===== src/sv/sacf_pkg.sv =====
`timescale 1ns / 1ps
`default_nettype none
// ----------------------------------------------------------------------------
// sacf_pkg
// Shared types and constants of the set-associative cache timing block.
// ----------------------------------------------------------------------------
package sacf_pkg;

  localparam int OFFSET_BITS_DEF = 4;
  localparam int SET_BITS_DEF    = 6;
  localparam int WAYS_DEF        = 8;

  localparam int CFG_IDX_W  = 2;
  localparam int CFG_DATA_W = 16;
  localparam int COST_W     = 17;
  localparam int CNT_W      = 32;

  localparam logic [CFG_IDX_W-1:0] REG_HIT_TIME       = 2'd0;
  localparam logic [CFG_IDX_W-1:0] REG_MEM_READ_TIME  = 2'd1;
  localparam logic [CFG_IDX_W-1:0] REG_MEM_WRITE_TIME = 2'd2;

  localparam logic [CFG_DATA_W-1:0] HIT_TIME_RST       = 16'd1;
  localparam logic [CFG_DATA_W-1:0] MEM_READ_TIME_RST  = 16'd60;
  localparam logic [CFG_DATA_W-1:0] MEM_WRITE_TIME_RST = 16'd60;

  localparam logic FUNC_READ  = 1'b0;
  localparam logic FUNC_WRITE = 1'b1;

  typedef struct packed {
    logic        func;
    logic [31:0] address;
  } in_t;

  typedef struct packed {
    logic              hit;
    logic [COST_W-1:0] access_cost;
    logic [CNT_W-1:0]  total_time;
    logic [CNT_W-1:0]  hit_count;
    logic [CNT_W-1:0]  miss_count;
  } out_t;

  // Controller to datapath
  typedef struct packed {
    logic clear;   // write an empty row at the sweep address
    logic load;    // capture the incoming transaction
    logic lookup;  // read the tag row of the captured set
    logic commit;  // update totals (and the row on a read miss), load the result
  } ctl_cmd_t;

  // Datapath to controller
  typedef struct packed {
    logic clear_last;
    logic out_free;
  } dp_stat_t;

endpackage

`default_nettype wire


===== src/sv/sacf_ctrl.sv =====
`timescale 1ns / 1ps
`default_nettype none
// ----------------------------------------------------------------------------
// sacf_ctrl
// Sequencer: clears the tag store after reset, then runs each access
// through capture, row read and compare/commit.
// ----------------------------------------------------------------------------
module sacf_ctrl (
  input  wire                 clk,
  input  wire                 rst,
  input  wire                 in_valid,
  output logic                in_ready,
  input  sacf_pkg::dp_stat_t  stat,
  output sacf_pkg::ctl_cmd_t  cmd
);

  typedef enum logic [1:0] {
    S_CLEAR,
    S_IDLE,
    S_READ,
    S_CMP
  } state_t;

  state_t state;
  state_t state_next;

  always_comb begin
    state_next = state;
    cmd        = '0;
    in_ready   = 1'b0;
    case (state)
      S_CLEAR: begin
        cmd.clear = 1'b1;
        if (stat.clear_last) begin
          state_next = S_IDLE;
        end
      end
      S_IDLE: begin
        in_ready = 1'b1;
        if (in_valid) begin
          cmd.load   = 1'b1;
          state_next = S_READ;
        end
      end
      S_READ: begin
        cmd.lookup = 1'b1;
        state_next = S_CMP;
      end
      S_CMP: begin
        // hold until the result register can take the new result
        if (stat.out_free) begin
          cmd.commit = 1'b1;
          state_next = S_IDLE;
        end
      end
      default: begin
        state_next = S_CLEAR;
      end
    endcase
  end

  always_ff @(posedge clk) begin
    if (rst) begin
      state <= S_CLEAR;
    end else begin
      state <= state_next;
    end
  end

endmodule

`default_nettype wire


===== config.mk =====
export PLATFORM = sky130hd
export DESIGN_NAME = sacf_ctrl
export DESIGN_NICKNAME = d
export VERILOG_FILES = /design/src/sv/sacf_pkg.sv /design/src/sv/sacf_ctrl.sv
export SDC_FILE = /design/constraint.sdc
export NUM_CORES = 1
export LEC_CHECK = 0
export ABC_AREA = 1
export BUFFER_PORTS_ARGS = -buffer_cell sky130_fd_sc_hd__buf_2
export CAP_MARGIN = 20
export CORE_AREA = 4 4 41 43
export CTS_BUF_LIST = sky130_fd_sc_hd__clkbuf_4 sky130_fd_sc_hd__clkbuf_8
export CTS_CLUSTER_SIZE = 30
export DETAILED_ROUTE_END_ITERATION = 12
export DIE_AREA = 0 0 45 47
export SYNTH_ARGS = -nofsm -noshare
export SYNTH_HDL_FRONTEND = slang
export SYNTH_SLANG_ARGS = --single-unit

===== constraint.sdc =====
create_clock -name clk -period 1.3 [get_ports clk]
set_clock_uncertainty 0.1 [all_clocks]
set_input_delay 0 -clock clk [delete_from_list [all_inputs] [get_ports clk]]
set_output_delay 0 -clock clk [all_outputs]
set_load 0.01 [all_outputs]

==> qor.log <==
qor: drt.vias 188
qor: synthesis.syn-num-nets 40
qor: drt.drt_pre_antenna_iters 2
qor: global_route.grt_antenna_before_repair 0
qor: placement.detailedPlacementHpwl 290.1 µm
qor: pwr.power.share.clock 23.6%
qor: drt.detail_route.iter0.violations 1
qor: pwr.combinational_group_share_of_total_power 53.8%
qor: setup_path.startpoint state[0]
qor: synthesis.synth.lib_cells_used.distinct 6
qor: final_layout.design.final.nets 55
qor: pwr.internal_power 327.9 µW
qor: final_layout.postLayoutCoreUtil 22.60%
qor: setup_path.path_max_fanout 4
qor: placement.preCtsSetupSlack 0.07573 ns
qor: synthesis.yosys_warnings 0
qor: timing.finalWorstSetupSlack 0.1249 ns
qor: run_status.status finished clean
qor: worst_hold_path.hold_path_startpoint stat[1]
qor: die.die-height 47 µm
qor: final_layout.antenna_cells 0
qor: setup_path.worst_flop_to_flop_path_startpoint state[0]
qor: drt.post_route_ant_nets 0
qor: die.fp.dieArea 2115 µm²
qor: setup_path.worst_ep_arrival 1.18 ns
qor: die.std_cell_rows 13
qor: global_route.grt_use_met1 5.882%
qor: timing.max_freq 851.0 MHz
qor: pwr.p_total 571.9 µW
qor: clock_network.clk-insertion-delay-late 0.22 ns
qor: placement.port_buffers 9
qor: final_layout.largest_registers state (2)
qor: final_layout.drive_gt1_share 37.21%
qor: worst_hold_path.number_of_instances_on_the_worst_hold_path 6
qor: timing.rsz0062_at_grt no
qor: final_layout.largest_reg_flops 2
qor: pwr.irDropWorstVdd 0.7714 mV
qor: synthesis.number_of_synthesized_register_bits 2
qor: die.initial_utilization 15.00%
qor: timing.setup_tns 0 ns
qor: global_route.global_route.peak_usage_layer met3
qor: synthesis.syn_inst 30
qor: final_layout.area_growth_syn_to_layout 50.64%
qor: die.die_w 45 µm
qor: global_route.grt_total_ovfl 0
qor: pwr.netSwitchingFraction 42.67%
qor: timing.final-hold-violation-count 0
qor: timing.period_share 90.39%
qor: timing.layout_min_cycle_time 1.175 ns
qor: setup_path.critPathRequiredTime 1.31 ns
qor: drt.drt-vias-per-instance 3.241
qor: worst_hold_path.worst_hold_path.endpoint state[1]
qor: timing.number_of_failing_setup_endpoints_in_the_final_timing_report 0
qor: global_route.grt.total_usage 5.363%
qor: clock_network.tritoncts.num_buffers 3
qor: pwr.net-switching-power 244.1 µW
qor: setup_path.worst_r2r_endpoint state[0]
qor: final_layout.final_cell_count_no_fill 58
qor: final_layout.final_cell_mix nand2_1 (9), buf_2 (9), inv_1 (8)
qor: placement.placed_cells 54
qor: global_route.grt_max_degree 5
qor: drt.drt_drc_violations_left 0
qor: placement.place_congestion 0.6331
qor: pwr.power_density 1945 nW/µm²
qor: clock_network.ctsHtreeMaxLevel 1
qor: die.floorplan.core_area 1301 µm²
qor: timing.worst_slew_margin_rel 93.58%
qor: final_layout.layout_filler_cell_count 145
qor: timing.tightestPinTransition 0.09622 ns
qor: die.num_io_pins 10
qor: pwr.power.sequential.fraction 22.6%
qor: drt.wl 371 µm
qor: clock_network.clock_tree.buffer_depth 2
qor: clock_network.tritoncts done
qor: global_route.grt_use_met3 6.897%
qor: drt.avgRoutedWirePerCell 6.397 µm
qor: synthesis.syn-mean-instance-area 6.506 µm²
qor: setup_path.timing_worst_setup_path_type reg -> reg
qor: final_layout.top_register state
qor: setup_path.setup.worst_path.start_class flip-flop
qor: timing.maxSlewViolCount 0
qor: setup_path.reg_to_reg_setup_timing_slack 0.12 ns
qor: synthesis.sequential_share_of_the_synthesized_area 20.51%
qor: run.drv_cap 0
qor: clock_network.clock-root-buffer clkbuf_4
qor: synthesis.mappedNetlistArea 195.2 µm²
qor: setup_path.setup_crit_end_kind flip-flop
qor: clock_network.path_clk_slew 0.03 ns
qor: clock_network.cts.sink_count 2
qor: setup_path.r2r_cells 6
qor: worst_hold_path.hp-class in -> reg
qor: global_route.use_met2 5.932%
qor: global_route.number_of_global_route_vias_before_repair 180
qor: pwr.total_leakage_power 0.1966 nW
qor: clock_network.post-cts-setup-buffers 0
qor: global_route.grt_pass1_wl 717 µm
[through the flow]
| step | hold WS, ns | area (µm²) |
|---|---|---|
| floorplan | -0.01091 | 195.2 |
| global placement | 0.1530 | 259.0 |
| detailed placement | 0.1592 | 259.0 |
| CTS | 0.09418 | 291.5 |
| global route | 0.1403 | 294.0 |
| finish | 0.1034 | 294.0 |
[how the worst max path moves through the flow]
stage,endpoint,slack [ns],cells past startpoint
5_1_grt,state[0],0.008,7
4_1_cts,state[0],0.07,6
2_1_floorplan,state[0],0.12,6
3_3_place_gp,state[0],0.07,6
3_5_place_dp,state[0],0.08,6
6_report,state[0],0.12,6
[timing repair]
| item | 4_1_cts | 5_1_grt |
|---|---|---|
| endpoints found under the hold margin | 2 | 0 |
| setup endpoints to repair | 0 | 3 |
| resized for setup | 0 | 3 |
| hold buffers | 1 | 0 |
[cells in the mapped netlist]
cell | count | area share [%]
dfxtp_1 | 2 | 21
ha_1 | 5 | 32
inv_1 | 9 | 17
nand2_1 | 9 | 17
nand3_2 | 1 | 5.1
nor2_1 | 4 | 7.7
[cells by family after synthesis]
group | count (synthesis) | synth area share [%]
adders and majority gates | 5 | 32.05
DFF | 2 | 20.51
and+or+nand+nor | 14 | 30.12
buffers and inverters | 9 | 17.31
[worst max-delay path, cell delays in order, from the launching register on]
cell     delay (ns)
dfxtp_2        0.35
inv_1          0.08
ha_1           0.21
nand2_1        0.08
nand3_2        0.09
nor2_1         0.11
nor2_1         0.05
[layer usage]
metal / part of all wire (%) / wire length (µm)
met1: 53 / 196
met2: 24 / 90
met3: 23 / 84
met4: 0 / 0
met5: 0 / 0
[power groups by stage]
stage               logic [mW]  registers (mW)  clock network (mW)
floorplan                0.227           0.114                   0
global placement         0.305           0.120                   0
finish                   0.307           0.129               0.135
CTS                      0.310           0.120               0.146
global route             0.363           0.140               0.157
detailed placement       0.308           0.121                   0
[area by class of cell]
type / count / area [µm²] / area share [%]
inverter: 9 / 33.78 / 11.49
tap: 15 / 18.77 / 6.383
sequential: 2 / 42.54 / 14.47
clock buffer: 3 / 22.52 / 7.660
multi-input combinational: 19 / 121.4 / 41.28
timing repair buffer: 10 / 55.05 / 18.72
No activity file was read; power rests on OpenSTA's default activity.
